==> config.mk <==
export PLATFORM = sky130hd
export DESIGN_NAME = planar_arm_forward_kinematics
export DESIGN_NICKNAME = d
export VERILOG_FILES = /design/src/hw/rtl/pfk_pkg.sv /design/src/hw/rtl/pfk_cordic.sv /design/src/hw/rtl/planar_arm_forward_kinematics.sv
export SDC_FILE = /design/constraint.sdc
export NUM_CORES = 2
export LEC_CHECK = 0
export ABC_AREA = 1
export BUFFER_PORTS_ARGS = -buffer_cell sky130_fd_sc_hd__buf_2
export CAP_MARGIN = 20
export CORE_MARGIN = 3
export CORE_UTILIZATION = 50
export DETAILED_ROUTE_END_ITERATION = 7
export HOLD_SLACK_MARGIN = 0.02
export PLACE_DENSITY = 0.73
export SETUP_SLACK_MARGIN = 0.4
export SYNTH_ARGS = -nofsm -noshare
export SYNTH_HDL_FRONTEND = slang
export SYNTH_SLANG_ARGS = --single-unit
==> constraint.sdc <==
create_clock -name clock -period 5.6 [get_ports clock]
set_input_delay 1.12 -clock clock [delete_from_list [all_inputs] [get_ports clock]]
set_output_delay 1.12 -clock clock [all_outputs]
set_load 0.05 [all_outputs]
==> src/hw/rtl/pfk_pkg.sv <==
// Shared widths, constants, types and helpers for the planar arm forward kinematics block.
package pfk_pkg;

   localparam int unsigned POS_W        = 24;
   localparam int unsigned ANG_W        = 16;
   localparam int unsigned LEN_W        = 20;
   localparam int unsigned PAD_W        = 16;
   localparam int unsigned CNT_W        = 4;
   localparam int unsigned GAIN_W       = 16;
   localparam int unsigned ACC_W        = 38;
   localparam int unsigned OFS_W        = ACC_W - 16;
   localparam int unsigned SUM_W        = POS_W + 2;
   localparam int unsigned ATAN_W       = 14;
   localparam int unsigned ATAN_ENTRIES = 24;
   localparam int unsigned CSR_IDX_W    = 4;

   localparam int unsigned MAX_SEGMENTS = 8;
   localparam int unsigned CORDIC_STEPS = 16;

   // 1/K of the rotation in Q.16
   localparam logic [GAIN_W-1:0] GAIN_Q16 = 16'd39797;
   localparam logic [PAD_W-1:0]  PAD_RESET = 16'd3584;

   localparam logic [CSR_IDX_W-1:0] REG_BASE_X       = 4'd0;
   localparam logic [CSR_IDX_W-1:0] REG_BASE_Y       = 4'd1;
   localparam logic [CSR_IDX_W-1:0] REG_BASE_HEADING = 4'd2;
   localparam logic [CSR_IDX_W-1:0] REG_PAD_OFFSET   = 4'd3;

   typedef struct packed {
      logic                    start;
      logic signed [LEN_W-1:0] mag;
      logic [ANG_W-1:0]        angle;
   } rot_req_type;

   typedef struct packed {
      logic                    done;
      logic signed [OFS_W-1:0] ox;
      logic signed [OFS_W-1:0] oy;
   } rot_rsp_type;

   // Arctangent of 2^-i in binary-angle units, rounded
   function automatic logic [ATAN_W-1:0] atan_lookup(input logic [4:0] idx);
      logic [ATAN_W-1:0] v;
      case (idx)
         5'd0:    v = 14'd8192;
         5'd1:    v = 14'd4836;
         5'd2:    v = 14'd2555;
         5'd3:    v = 14'd1297;
         5'd4:    v = 14'd651;
         5'd5:    v = 14'd326;
         5'd6:    v = 14'd163;
         5'd7:    v = 14'd81;
         5'd8:    v = 14'd41;
         5'd9:    v = 14'd20;
         5'd10:   v = 14'd10;
         5'd11:   v = 14'd5;
         5'd12:   v = 14'd3;
         5'd13:   v = 14'd1;
         5'd14:   v = 14'd1;
         default: v = 14'd0;
      endcase
      return v;
   endfunction

   function automatic logic signed [POS_W-1:0] sat_pos(input logic signed [SUM_W-1:0] v);
      logic signed [POS_W-1:0] r;
      if (v > $signed({{(SUM_W-POS_W){1'b0}}, 1'b0, {(POS_W-1){1'b1}}})) begin
         r = {1'b0, {(POS_W-1){1'b1}}};
      end else if (v < $signed({{(SUM_W-POS_W){1'b1}}, 1'b1, {(POS_W-1){1'b0}}})) begin
         r = {1'b1, {(POS_W-1){1'b0}}};
      end else begin
         r = v[POS_W-1:0];
      end
      return r;
   endfunction

endpackage

==> src/hw/rtl/pfk_cordic.sv <==
// Iterative CORDIC rotation of (mag, 0) through a binary angle, one micro-rotation per cycle.
module pfk_cordic #(
   parameter int unsigned STEPS = pfk_pkg::CORDIC_STEPS
) (
   input  logic                 clock,
   input  logic                 reset,
   input  pfk_pkg::rot_req_type req,
   output pfk_pkg::rot_rsp_type rsp
);

   localparam int unsigned IDX_W = $clog2(STEPS);
   localparam int unsigned Z_W   = 18;
   localparam logic [IDX_W-1:0] LAST_IDX = IDX_W'(STEPS - 1);

   localparam logic [1:0] C_IDLE  = 2'd0;
   localparam logic [1:0] C_SCALE = 2'd1;
   localparam logic [1:0] C_ITER  = 2'd2;
   localparam logic [1:0] C_ROUND = 2'd3;

   logic [1:0]                           state_ff, state_in;
   logic signed [pfk_pkg::LEN_W-1:0]     mag_ff, mag_in;
   logic                                 flip_ff, flip_in;
   logic signed [Z_W-1:0]                z_ff, z_in;
   logic signed [pfk_pkg::ACC_W-1:0]     x_ff, x_in, y_ff, y_in;
   logic [IDX_W-1:0]                     idx_ff, idx_in;
   logic                                 done_ff, done_in;
   logic signed [pfk_pkg::OFS_W-1:0]     ox_ff, ox_in, oy_ff, oy_in;

   logic signed [Z_W-1:0]                z_start;
   logic signed [pfk_pkg::LEN_W+pfk_pkg::GAIN_W:0] prod;
   logic signed [pfk_pkg::ACC_W-1:0]     prod_ext, dx, dy, x_rnd, y_rnd;
   logic signed [Z_W-1:0]                atan_ext;

   always_comb begin
      z_start  = Z_W'($signed(req.angle));
      prod     = mag_ff * $signed({1'b0, pfk_pkg::GAIN_Q16});
      prod_ext = pfk_pkg::ACC_W'(prod);
      dx       = y_ff >>> idx_ff;
      dy       = x_ff >>> idx_ff;
      atan_ext = $signed({{(Z_W-pfk_pkg::ATAN_W){1'b0}},
                          pfk_pkg::atan_lookup(5'(idx_ff))});
      x_rnd    = x_ff + pfk_pkg::ACC_W'(32768);
      y_rnd    = y_ff + pfk_pkg::ACC_W'(32768);

      state_in = state_ff;
      mag_in   = mag_ff;
      flip_in  = flip_ff;
      z_in     = z_ff;
      x_in     = x_ff;
      y_in     = y_ff;
      idx_in   = idx_ff;
      done_in  = 1'b0;
      ox_in    = ox_ff;
      oy_in    = oy_ff;

      unique case (state_ff)
         C_IDLE: begin
            if (req.start) begin
               mag_in   = req.mag;
               state_in = C_SCALE;
               // fold the angle into the right half plane
               if (z_start >= Z_W'(16384)) begin
                  z_in    = z_start - Z_W'(32768);
                  flip_in = 1'b1;
               end else if (z_start < -Z_W'(16384)) begin
                  z_in    = z_start + Z_W'(32768);
                  flip_in = 1'b1;
               end else begin
                  z_in    = z_start;
                  flip_in = 1'b0;
               end
            end
         end
         C_SCALE: begin
            x_in     = flip_ff ? -prod_ext : prod_ext;
            y_in     = '0;
            idx_in   = '0;
            state_in = C_ITER;
         end
         C_ITER: begin
            if (z_ff >= 0) begin
               x_in = x_ff - dx;
               y_in = y_ff + dy;
               z_in = z_ff - atan_ext;
            end else begin
               x_in = x_ff + dx;
               y_in = y_ff - dy;
               z_in = z_ff + atan_ext;
            end
            idx_in = idx_ff + IDX_W'(1);
            if (idx_ff == LAST_IDX) begin
               state_in = C_ROUND;
            end
         end
         C_ROUND: begin
            ox_in    = x_rnd[pfk_pkg::ACC_W-1:16];
            oy_in    = y_rnd[pfk_pkg::ACC_W-1:16];
            done_in  = 1'b1;
            state_in = C_IDLE;
         end
         default: state_in = C_IDLE;
      endcase
   end

   always_ff @(posedge clock) begin
      if (reset) begin
         state_ff <= C_IDLE;
         done_ff  <= 1'b0;
      end else begin
         state_ff <= state_in;
         done_ff  <= done_in;
      end
      mag_ff  <= mag_in;
      flip_ff <= flip_in;
      z_ff    <= z_in;
      x_ff    <= x_in;
      y_ff    <= y_in;
      idx_ff  <= idx_in;
      ox_ff   <= ox_in;
      oy_ff   <= oy_in;
   end

   assign rsp.done = done_ff;
   assign rsp.ox   = ox_ff;
   assign rsp.oy   = oy_ff;

endmodule

==> src/hw/rtl/planar_arm_forward_kinematics.sv <==
// Planar arm forward kinematics: segment words in, joint and grabber pad points out.
//
// Each request word is one arm segment (relative angle, signed length, first flag in tuser,
// last flag in tlast). The block adds the angle to the running heading, rotates the
// length through it with one shared iterative CORDIC unit, adds the offset to the previous
// joint with 24-bit saturation and sends the joint point. On a last segment of nonzero
// length it runs the same unit again on the pad offset and sends the grabber pad point.
// The CORDIC unit sets the rate unless the output stalls. Only one segment is in work at a
// time; req_tready is low from acceptance until the block is ready again, and a result
// waits in the output register while the rotation runs.
module planar_arm_forward_kinematics #(
   parameter int unsigned CORDIC_STEPS = pfk_pkg::CORDIC_STEPS
) (
   input  logic        clock,
   input  logic        reset,
   input  logic        req_tvalid,
   output logic        req_tready,
   input  logic [39:0] req_tdata,   // [15:0] seg_angle, [35:16] seg_length, [39:36] zero
   input  logic [0:0]  req_tuser,   // [0] first_segment
   input  logic        req_tlast,   // last_segment
   output logic        rsp_tvalid,
   input  logic        rsp_tready,
   output logic [55:0] rsp_tdata,   // [23:0] point_x, [47:24] point_y, [51:48] joint_number
   output logic [0:0]  rsp_tuser,   // [0] point_kind
   output logic        rsp_tlast,   // last_of_run
   input  logic        csr_valid,
   output logic        csr_ready,
   input  logic [pfk_pkg::CSR_IDX_W-1:0] csr_index,
   input  logic [pfk_pkg::POS_W-1:0]     csr_data
);

   localparam int unsigned POS_W = pfk_pkg::POS_W;
   localparam int unsigned ANG_W = pfk_pkg::ANG_W;
   localparam int unsigned LEN_W = pfk_pkg::LEN_W;
   localparam int unsigned PAD_W = pfk_pkg::PAD_W;
   localparam int unsigned CNT_W = pfk_pkg::CNT_W;
   localparam int unsigned SUM_W = pfk_pkg::SUM_W;
   localparam logic [CNT_W-1:0] MAX_CNT = CNT_W'(pfk_pkg::MAX_SEGMENTS);

   localparam logic [1:0] S_IDLE = 2'd0;
   localparam logic [1:0] S_ROT  = 2'd1;
   localparam logic [1:0] S_OUT  = 2'd2;

   logic [1:0]                state_ff, state_in;
   logic signed [POS_W-1:0]   base_x_ff, base_y_ff;
   logic [ANG_W-1:0]          base_head_ff;
   logic [PAD_W-1:0]          pad_off_ff;
   logic [ANG_W-1:0]          heading_ff, heading_in;
   logic signed [POS_W-1:0]   joint_x_ff, joint_x_in, joint_y_ff, joint_y_in;
   logic [CNT_W-1:0]          count_ff, count_in;
   logic signed [LEN_W-1:0]   len_ff, len_in;
   logic                      pad_pend_ff, pad_pend_in;
   logic                      phase_pad_ff, phase_pad_in;
   logic signed [POS_W-1:0]   pt_x_ff, pt_x_in, pt_y_ff, pt_y_in;
   logic                      rsp_valid_ff, rsp_valid_in;
   logic signed [POS_W-1:0]   rsp_x_ff, rsp_x_in, rsp_y_ff, rsp_y_in;
   logic [CNT_W-1:0]          rsp_num_ff, rsp_num_in;
   logic                      rsp_kind_ff, rsp_kind_in;
   logic                      rsp_last_ff, rsp_last_in;

   logic [ANG_W-1:0]          seg_angle;
   logic signed [LEN_W-1:0]   seg_length;
   logic                      first_segment, last_segment;
   logic                      accept, slot_free, pad_start;
   logic [ANG_W-1:0]          heading_acc;
   logic signed [LEN_W-1:0]   pad_mag;
   logic signed [SUM_W-1:0]   sum_x, sum_y;
   logic signed [POS_W-1:0]   sat_x, sat_y;
   pfk_pkg::rot_req_type      rot_req;
   pfk_pkg::rot_rsp_type      rot_rsp;

   assign seg_angle     = req_tdata[15:0];
   assign seg_length    = $signed(req_tdata[35:16]);
   assign first_segment = req_tuser[0];
   assign last_segment  = req_tlast;

   assign req_tready = (state_ff == S_IDLE);
   assign accept     = req_tvalid && req_tready;
   assign slot_free  = !rsp_valid_ff || rsp_tready;
   assign csr_ready  = 1'b1;

   pfk_cordic #(
      .STEPS (CORDIC_STEPS)
   ) u_cordic (
      .clock (clock),
      .reset (reset),
      .req   (rot_req),
      .rsp   (rot_rsp)
   );

   always_comb begin
      heading_acc = (first_segment ? base_head_ff : heading_ff) + seg_angle;
      pad_mag     = (len_ff < 0) ? -LEN_W'($signed({1'b0, pad_off_ff}))
                                 :  LEN_W'($signed({1'b0, pad_off_ff}));
      pad_start   = (state_ff == S_OUT) && slot_free && pad_pend_ff && !phase_pad_ff;

      rot_req.start = accept || pad_start;
      rot_req.mag   = accept ? seg_length : pad_mag;
      rot_req.angle = accept ? heading_acc : heading_ff;

      sum_x = SUM_W'(joint_x_ff) + SUM_W'(rot_rsp.ox);
      sum_y = SUM_W'(joint_y_ff) + SUM_W'(rot_rsp.oy);
      sat_x = pfk_pkg::sat_pos(sum_x);
      sat_y = pfk_pkg::sat_pos(sum_y);
   end

   always_comb begin
      state_in     = state_ff;
      heading_in   = heading_ff;
      joint_x_in   = joint_x_ff;
      joint_y_in   = joint_y_ff;
      count_in     = count_ff;
      len_in       = len_ff;
      pad_pend_in  = pad_pend_ff;
      phase_pad_in = phase_pad_ff;
      pt_x_in      = pt_x_ff;
      pt_y_in      = pt_y_ff;
      rsp_valid_in = rsp_valid_ff && !rsp_tready;
      rsp_x_in     = rsp_x_ff;
      rsp_y_in     = rsp_y_ff;
      rsp_num_in   = rsp_num_ff;
      rsp_kind_in  = rsp_kind_ff;
      rsp_last_in  = rsp_last_ff;

      unique case (state_ff)
         S_IDLE: begin
            if (accept) begin
               heading_in   = heading_acc;
               len_in       = seg_length;
               pad_pend_in  = last_segment && (seg_length != 0);
               phase_pad_in = 1'b0;
               if (first_segment) begin
                  joint_x_in = base_x_ff;
                  joint_y_in = base_y_ff;
                  count_in   = CNT_W'(1);
               end else if (count_ff < MAX_CNT) begin
                  count_in = count_ff + CNT_W'(1);
               end
               state_in = S_ROT;
            end
         end
         S_ROT: begin
            if (rot_rsp.done) begin
               pt_x_in = sat_x;
               pt_y_in = sat_y;
               // the pad point starts from the new joint and leaves it alone
               if (!phase_pad_ff) begin
                  joint_x_in = sat_x;
                  joint_y_in = sat_y;
               end
               state_in = S_OUT;
            end
         end
         S_OUT: begin
            if (slot_free) begin
               rsp_valid_in = 1'b1;
               rsp_x_in     = pt_x_ff;
               rsp_y_in     = pt_y_ff;
               rsp_num_in   = count_ff;
               rsp_kind_in  = phase_pad_ff;
               rsp_last_in  = phase_pad_ff || !pad_pend_ff;
               if (pad_start) begin
                  phase_pad_in = 1'b1;
                  state_in     = S_ROT;
               end else begin
                  state_in = S_IDLE;
               end
            end
         end
         default: state_in = S_IDLE;
      endcase
   end

   always_ff @(posedge clock) begin
      if (reset) begin
         state_ff     <= S_IDLE;
         base_x_ff    <= '0;
         base_y_ff    <= '0;
         base_head_ff <= '0;
         pad_off_ff   <= pfk_pkg::PAD_RESET;
         heading_ff   <= '0;
         joint_x_ff   <= '0;
         joint_y_ff   <= '0;
         count_ff     <= '0;
         pad_pend_ff  <= 1'b0;
         phase_pad_ff <= 1'b0;
         rsp_valid_ff <= 1'b0;
      end else begin
         state_ff     <= state_in;
         heading_ff   <= heading_in;
         joint_x_ff   <= joint_x_in;
         joint_y_ff   <= joint_y_in;
         count_ff     <= count_in;
         pad_pend_ff  <= pad_pend_in;
         phase_pad_ff <= phase_pad_in;
         rsp_valid_ff <= rsp_valid_in;
         if (csr_valid && csr_ready) begin
            unique case (csr_index)
               pfk_pkg::REG_BASE_X:       base_x_ff    <= csr_data;
               pfk_pkg::REG_BASE_Y:       base_y_ff    <= csr_data;
               pfk_pkg::REG_BASE_HEADING: base_head_ff <= csr_data[ANG_W-1:0];
               pfk_pkg::REG_PAD_OFFSET:   pad_off_ff   <= csr_data[PAD_W-1:0];
               default: ;
            endcase
         end
      end
      len_ff      <= len_in;
      pt_x_ff     <= pt_x_in;
      pt_y_ff     <= pt_y_in;
      rsp_x_ff    <= rsp_x_in;
      rsp_y_ff    <= rsp_y_in;
      rsp_num_ff  <= rsp_num_in;
      rsp_kind_ff <= rsp_kind_in;
      rsp_last_ff <= rsp_last_in;
   end

   assign rsp_tvalid = rsp_valid_ff;
   assign rsp_tdata  = {4'd0, rsp_num_ff, rsp_y_ff, rsp_x_ff};
   assign rsp_tuser  = rsp_kind_ff;
   assign rsp_tlast  = rsp_last_ff;

   a_done_in_rot: assert property (@(posedge clock) disable iff (reset)
      rot_rsp.done |-> (state_ff == S_ROT))
      else $error("rotation finished outside of the rotate state");

   a_count_max: assert property (@(posedge clock) disable iff (reset)
      count_ff <= MAX_CNT)
      else $error("segment count above maximum");

   a_pad_is_last: assert property (@(posedge clock) disable iff (reset)
      (rsp_valid_ff && rsp_kind_ff) |-> rsp_last_ff)
      else $error("pad point not marked last of run");

   a_busy_after_accept: assert property (@(posedge clock) disable iff (reset)
      accept |=> !req_tready)
      else $error("ready right after accepting a segment");

endmodule

## Word-level counts from Yosys, hierarchy flattened

Memories as Yosys holds them, arrays and structs flattened. A register that Yosys moved wholly into a read port is not among the register bits.
Index checks and enable logic that the tools add are counted.

| storage, ports and cells | value |
|---|---|
| register bits after elaboration | 441 |
| ROM bits | 224 |
| input port bits | 75 |
| logic and storage cells | 161 |
| memories kept | 1 |

| operators by class | value |
|---|---|
| add/subtract/negate cells | 17 |
| $mul | 1 |
| order comparisons | 9 |
| equality and inequality tests | 17 |
| shifts and indexed selects | 2 |
| muxes and demuxes | 48 |
| reductions and logical operators | 36 |

Memories:

| memory | words | bits a word | rd ports | clocked after Yosys merged registers in | wr ports | RTL line | RTL |
|---|---|---|---|---|---|---|---|
| (name not given) | 16 | 14 | 1 | 1 | 0 | pfk_pkg.sv:44 | `case (idx)` |

Operators by type and width:

| operator | count |
|---|---|
| two-way mux 24 bit | 12 |
| one-hot mux 38 bit (2 select lines) | 2 |
| two-way mux 38 bit | 3 |
| one-hot mux 24 bit (2 select lines) | 2 |
| adder 38 x 17 -> 38 bit (second input constant) | 2 |
| adder 38 bit | 2 |
| >>> shifter 38 x 4 -> 38 bit | 2 |
| subtractor 38 bit | 2 |
| two-way mux 18 bit | 4 |
| adder 24 x 22 -> 25 bit | 2 |
| greater-than comparator 25 x 24 -> 1 bit (second input constant) | 2 |
| less-than comparator 25 x 24 -> 1 bit (second input constant) | 2 |
| two-way mux 20 bit | 2 |
| negator 37 -> 38 bit | 1 |
| multiplier 20 x 17 -> 37 bit (second input constant) | 1 |
| one-hot mux 18 bit (2 select lines) | 1 |
| two-way mux 16 bit | 2 |
| nonzero test 32 bit | 1 |
| less-than comparator 20 x 1 -> 1 bit (second input constant) | 1 |
| negator 16 -> 20 bit | 1 |
| AND reduction 2 bit | 10 |
| adder 16 x 17 -> 18 bit (second input constant) | 1 |
| adder 18 x 15 -> 18 bit | 1 |
| >= comparator 18 x 1 -> 1 bit (second input constant) | 1 |
| other kinds (30) | 70 |

## Logic depth before layout (Yosys ltp)

| logic depth | value |
|---|---|
| depth in word-level cells | 8 |
| depth in mapped cells | 35 |
| mapped depth without buffers | 35 |

## Cells and area by module

Synthesis repeated with hierarchy kept, for this count alone.

| second synthesis, totals | value |
|---|---|
| cells, all modules | 6,084 |
| area total of the unflattened synthesis | 42,255.5 um^2 |

Modules (own cells, without submodules):

| module | instances | cells each | area an instance (um^2) | sequential area each (um^2) |
|---|---|---|---|---|
| pfk_cordic | 1 | 4,116 | 27,727.8 | 5,235.0 |
| planar_arm_forward_kinematics | 1 | 1,968 | 14,527.7 | 6,155.9 |

## Least setup slack after synthesis

OpenSTA, ideal clock, no wires.

| timing | value |
|---|---|
| path type | register to register |
| start point | register u_cordic.mag_ff[19] (netlist bit) |
| end point | register u_cordic.x_ff[32] (netlist bit), data pin |
| library setup time | 0.256 ns |
| arrival | 5.575 ns |
| required time | 5.344 ns |
| setup slack | -0.231 ns |
| cell stages (with the launch flop) | 28 |
| clock period less this slack | 5.831 ns |
| cells stage by stage | edfxtp_1 > ha_1 > fa_1 > inv_1 > fa_1 > fa_1 > fa_1 > inv_1 > fa_1 > inv_1 > ha_1 > nand2_1 > nor2_1 > inv_1 > nor3_1 > nand3_1 > nand4_1 > nand2_1 > nor2_1 > nand2_1 > nor2_1 > nand3_1 > nand2_1 > nand2_1 > nand2_1 > nand2_1 > nand2_1 > nand2_1 |

| on the way | value |
|---|---|
| longest elaborated chain between the ends | 4 |

RTL lines:

| item | RTL line | RTL |
|---|---|---|
| start: declaration | pfk_cordic.sv:21 | `logic signed [pfk_pkg::LEN_W-1:0] mag_ff, mag_in;` |
| start signal: assignment | pfk_cordic.sv:113 | `mag_ff <= mag_in;` |
| multiplier 20 x 17 -> 37 bit (*) | pfk_cordic.sv:36 | `prod = mag_ff * $signed({1'b0, pfk_pkg::GAIN_Q16});` |
| negator 37 -> 38 bit | pfk_cordic.sv:75 | `x_in = flip_ff ? -prod_ext : prod_ext;` |
| two-way mux 38 bit (*) | pfk_cordic.sv:75 |  |
| one-hot mux 38 bit (2 select lines) (*) | pfk_cordic.sv:56 | `unique case (state_ff)` |
| net u_cordic.x_in (one bit) | pfk_cordic.sv:24 | `logic signed [pfk_pkg::ACC_W-1:0] x_ff, x_in, y_ff, y_in;` |
| end signal: assignment | pfk_cordic.sv:116 | `x_ff <= x_in;` |
| end: declaration | pfk_cordic.sv:24 |  |

Mark *: on every way through the listed nets, which the timed path passes. The rest lies on a longest branch.
A chain may end at the register's enable or synchronous reset.

## Final worst setup path

| timing | value |
|---|---|
| start point | register u_cordic.mag_ff[13] (netlist bit) |
| end point | register u_cordic.x_ff[28] (netlist bit), data pin |

Same word-level chain as after synthesis.

==> impl_results.md <==
- Crit path launch type: register
- Die area: 85,700 sq um
- Wire length on met1: between 50,000 and 60,000 microns
- DRC Markers: 0
- Die H: between 200 and 300 microns
- Met3 WL: ~11,000 microns
- Worst-Margin Slew: between 1 and 1.5 ns
- Final hold slack: 0.414 ns
- Global route overflow: 0
- Minimum clock period: 5.99 ns
- Final setup viols: 21
- Final period utilization: 107%
- CP peak stage delay: approximately 0.59 ns
- Core ar.: between 80,000 and 90,000 sq um
- Post-synthesis cell type count: 62
- Port Buf Inserts: roughly 130
- Synth warn: 0
- Most frequent cells in the layout: nand2_1, inv_1, a21oi_1
- Fmax: 167 MHz
- Antenna diodes: 0
- Crit path capture type: register
- Pre-Repair DR Iteration Count: 8
- Initial DRC count: around 3,800
- Die width: slightly below 300 microns
- Worst slew margin: between 20% and 30%
- DRT antenna net count: 0
- Setup ws final: -0.387 ns
- Sink Count: approximately 440
- Placed cells: between 7,000 and 8,000
- CTS max path bufs: 3
- Cts hold-fix bufs: 0
- I/O pins: between 100 and 150
- Commonest non-fill, non-tap cell in the layout: nand2_1
- Worst Skew: 0.0651 ns
- Routability cong.: between 1 and 1.5
- # rows: approximately 100
- Clk slew on worst S/H paths: about 0.070 ns
- Via Count: approximately 40,000
- #FFs+latches synth: around 440
- Main synth FF type: edfxtp_1
- RSZ-0062 raised after global routing: yes
- Max Cap Violations: 0
- Pin count of the biggest net entering global routing: 80
- Hpwl dp: ~100,000 microns
- Share of cells above drive strength 1: about 17%
- Critical path arrival: 6.31 ns
- Area delta synth->final: 19.3%
- First-pass GRT wire length: about 200,000 microns
- Max-slew violations: 0
- Status: finished, violations left
- Htree depth: 2
- FF+latch area: 11,400 sq um
- Initial antenna violation count: 0
- Wire length per cell: about 18 microns
- Slowest CP cell: fa_2
- Fin. Hold Viols: 0
- EDFF count, synth: approximately 270
- Mapped Area: slightly above 40,000 sq um
- Vias per inst: about 5.5
- DRT Wirelength: roughly 130,000 microns
- DR top layer: met4
- Max Fanout on Critical Path: 4
- Number of global-route vias before repair: approximately 37,000
- Final Util: 60.5%
- Non-filler instance count after layout: ~7,300
- TritonCTS clock tree: yes
- Worst path required time: slightly below 6 ns
- Cells after Synth: between 5,000 and 6,000
- Place WS: -0.439 ns
- Number of filler cells placed in the layout: 7,227
- Synth async-reset ratio: 0%
- Post-synthesis sequential area ratio: 27.7%
- Clk root buf: clkbuf_16
- Critical path class: register to register
- Syn_area_per_cell: about 7.1 sq um
- Num CTS Buffers: 48
- Area of the multi-input gates: 27,700 sq um
- Met2 wire length: 55,600 microns
- Nets: 6,709
- Total track usage: 29.1%
- Worst hold path type: register to register
- Worst-skew pair later-pin latency: 0.63 ns
- Failing checks: setup timing
- Initial Utilization: approximately half
[layout make-up]
type	count	share of cell area, %
Multi-Input combinational cell	4300	56.5
Tap cell	1060	2.71
Inverter	889	6.88
Sequential cell	436	23.2
Timing Repair Buffer	475	7.20
Clock buffer	59	2.62
Clock inverter	31	0.873
[critical path, delay by kind of cell (launching register included)]
kind | cells | cell delay, ns
buffers and inverters | 7 | 0.47
AND/OR/NAND/NOR | 14 | 1.66
adder cells (fa/ha/maj) | 7 | 3.11
flip-flops | 1 | 0.45
[logic make-up (layout without fill, tap and decap cells)]
| family | Yosys count | in the layout | share of synthesized area [%] |
|---|---|---|---|
| AND/OR/NAND/NOR | 2439 | 2439 | 24.6 |
| AO/OA/AOI/OAI | 1145 | 1145 | 15.3 |
| buffers and inverters | 1061 | 1454 | 10.1 |
| adder cells (fa/ha/maj) | 484 | 484 | 17.5 |
| flip-flops | 436 | 436 | 27.7 |
| XOR/XNOR | 225 | 225 | 4.81 |
| other | 2 | 5 | 0.0183 |
| multiplexers | 2 | 2 | 0.0487 |
[final timing paths]
kind	start	end	slack [ns]	cells past startpoint
setup / recovery	u_cordic.mag_ff[13]	u_cordic.x_ff[28]	-0.39	28
hold / removal	pt_x_ff[8]	rsp_x_ff[8]	0.41	0
setup reg to reg	u_cordic.mag_ff[13]	u_cordic.x_ff[28]	-0.39	28
hold reg to reg	pt_x_ff[8]	rsp_x_ff[8]	0.41	0
[layer usage]
metal	vias up	global-route usage, %
li1	19700	-
met1	18500	41.8
met2	1578	45.1
met3	221	5.03
met4	0	8.18
met5	-	0
[repair_timing]
action                                  CTS  global route
pin swaps                                78           110
gates cloned                              0             1
endpoints found under the setup margin   29            50
setup buffers                            41            29
resized for setup                       169           259
[sequential cells by signal, summed over array words and instances, names as in the netlist, 16 cells and up]
| register | cells |
|---|---|
| rsp_y_ff | 24 |
| heading_ff | 16 |
| u_cordic.y_ff | 38 |
| joint_x_ff | 24 |
| base_head_ff | 16 |
| base_x_ff | 24 |
| rsp_x_ff | 24 |
| pt_y_ff | 24 |
| u_cordic.x_ff | 38 |
| base_y_ff | 24 |
| u_cordic.mag_ff | 20 |
| pt_x_ff | 24 |
| pad_off_ff | 16 |
| u_cordic.z_ff | 18 |
| u_cordic.oy_ff | 22 |
| u_cordic.ox_ff | 22 |
| joint_y_ff | 24 |
[cells in the mapped netlist (18+ instances only)]
| master | number | area share (%) |
|---|---|---|
| a21o_1 | 22 | 0.40 |
| a21oi_1 | 483 | 5.9 |
| a31oi_1 | 38 | 0.58 |
| buf_1 | 18 | 0.16 |
| buf_2 | 33 | 0.40 |
| clkbuf_1 | 102 | 0.93 |
| dfxtp_1 | 170 | 8.3 |
| edfxtp_1 | 266 | 19 |
| fa_1 | 149 | 7.3 |
| ha_1 | 335 | 10 |
| inv_1 | 872 | 8.0 |
| nand2_1 | 1460 | 13 |
| nand3_1 | 370 | 4.5 |
| nand4_1 | 52 | 0.79 |
| nor2_1 | 407 | 3.7 |
| nor3_1 | 60 | 0.73 |
| nor4_1 | 23 | 0.35 |
| o211ai_1 | 20 | 0.37 |
| o21a_1 | 20 | 0.37 |
| o21ai_0 | 383 | 4.7 |
| o21ai_1 | 68 | 0.83 |
| o21ai_2 | 32 | 0.68 |
| o21bai_1 | 18 | 0.33 |
| xnor2_1 | 42 | 0.90 |
| xor2_1 | 182 | 3.9 |
[per-stage QoR]
stage / area (sq um) / setup TNS (ns)
5_1_grt: 49000 / -10.75
3_3_place_gp: 45100 / -6.36
4_1_cts: 47800 / -4.25
3_5_place_dp: 45100 / -7.04
6_report: 49000 / -5.76
2_1_floorplan: 41700 / 0
Power is not shown: default switching activity piles up to over one toggle a cycle in this logic, so the estimate is an artifact.
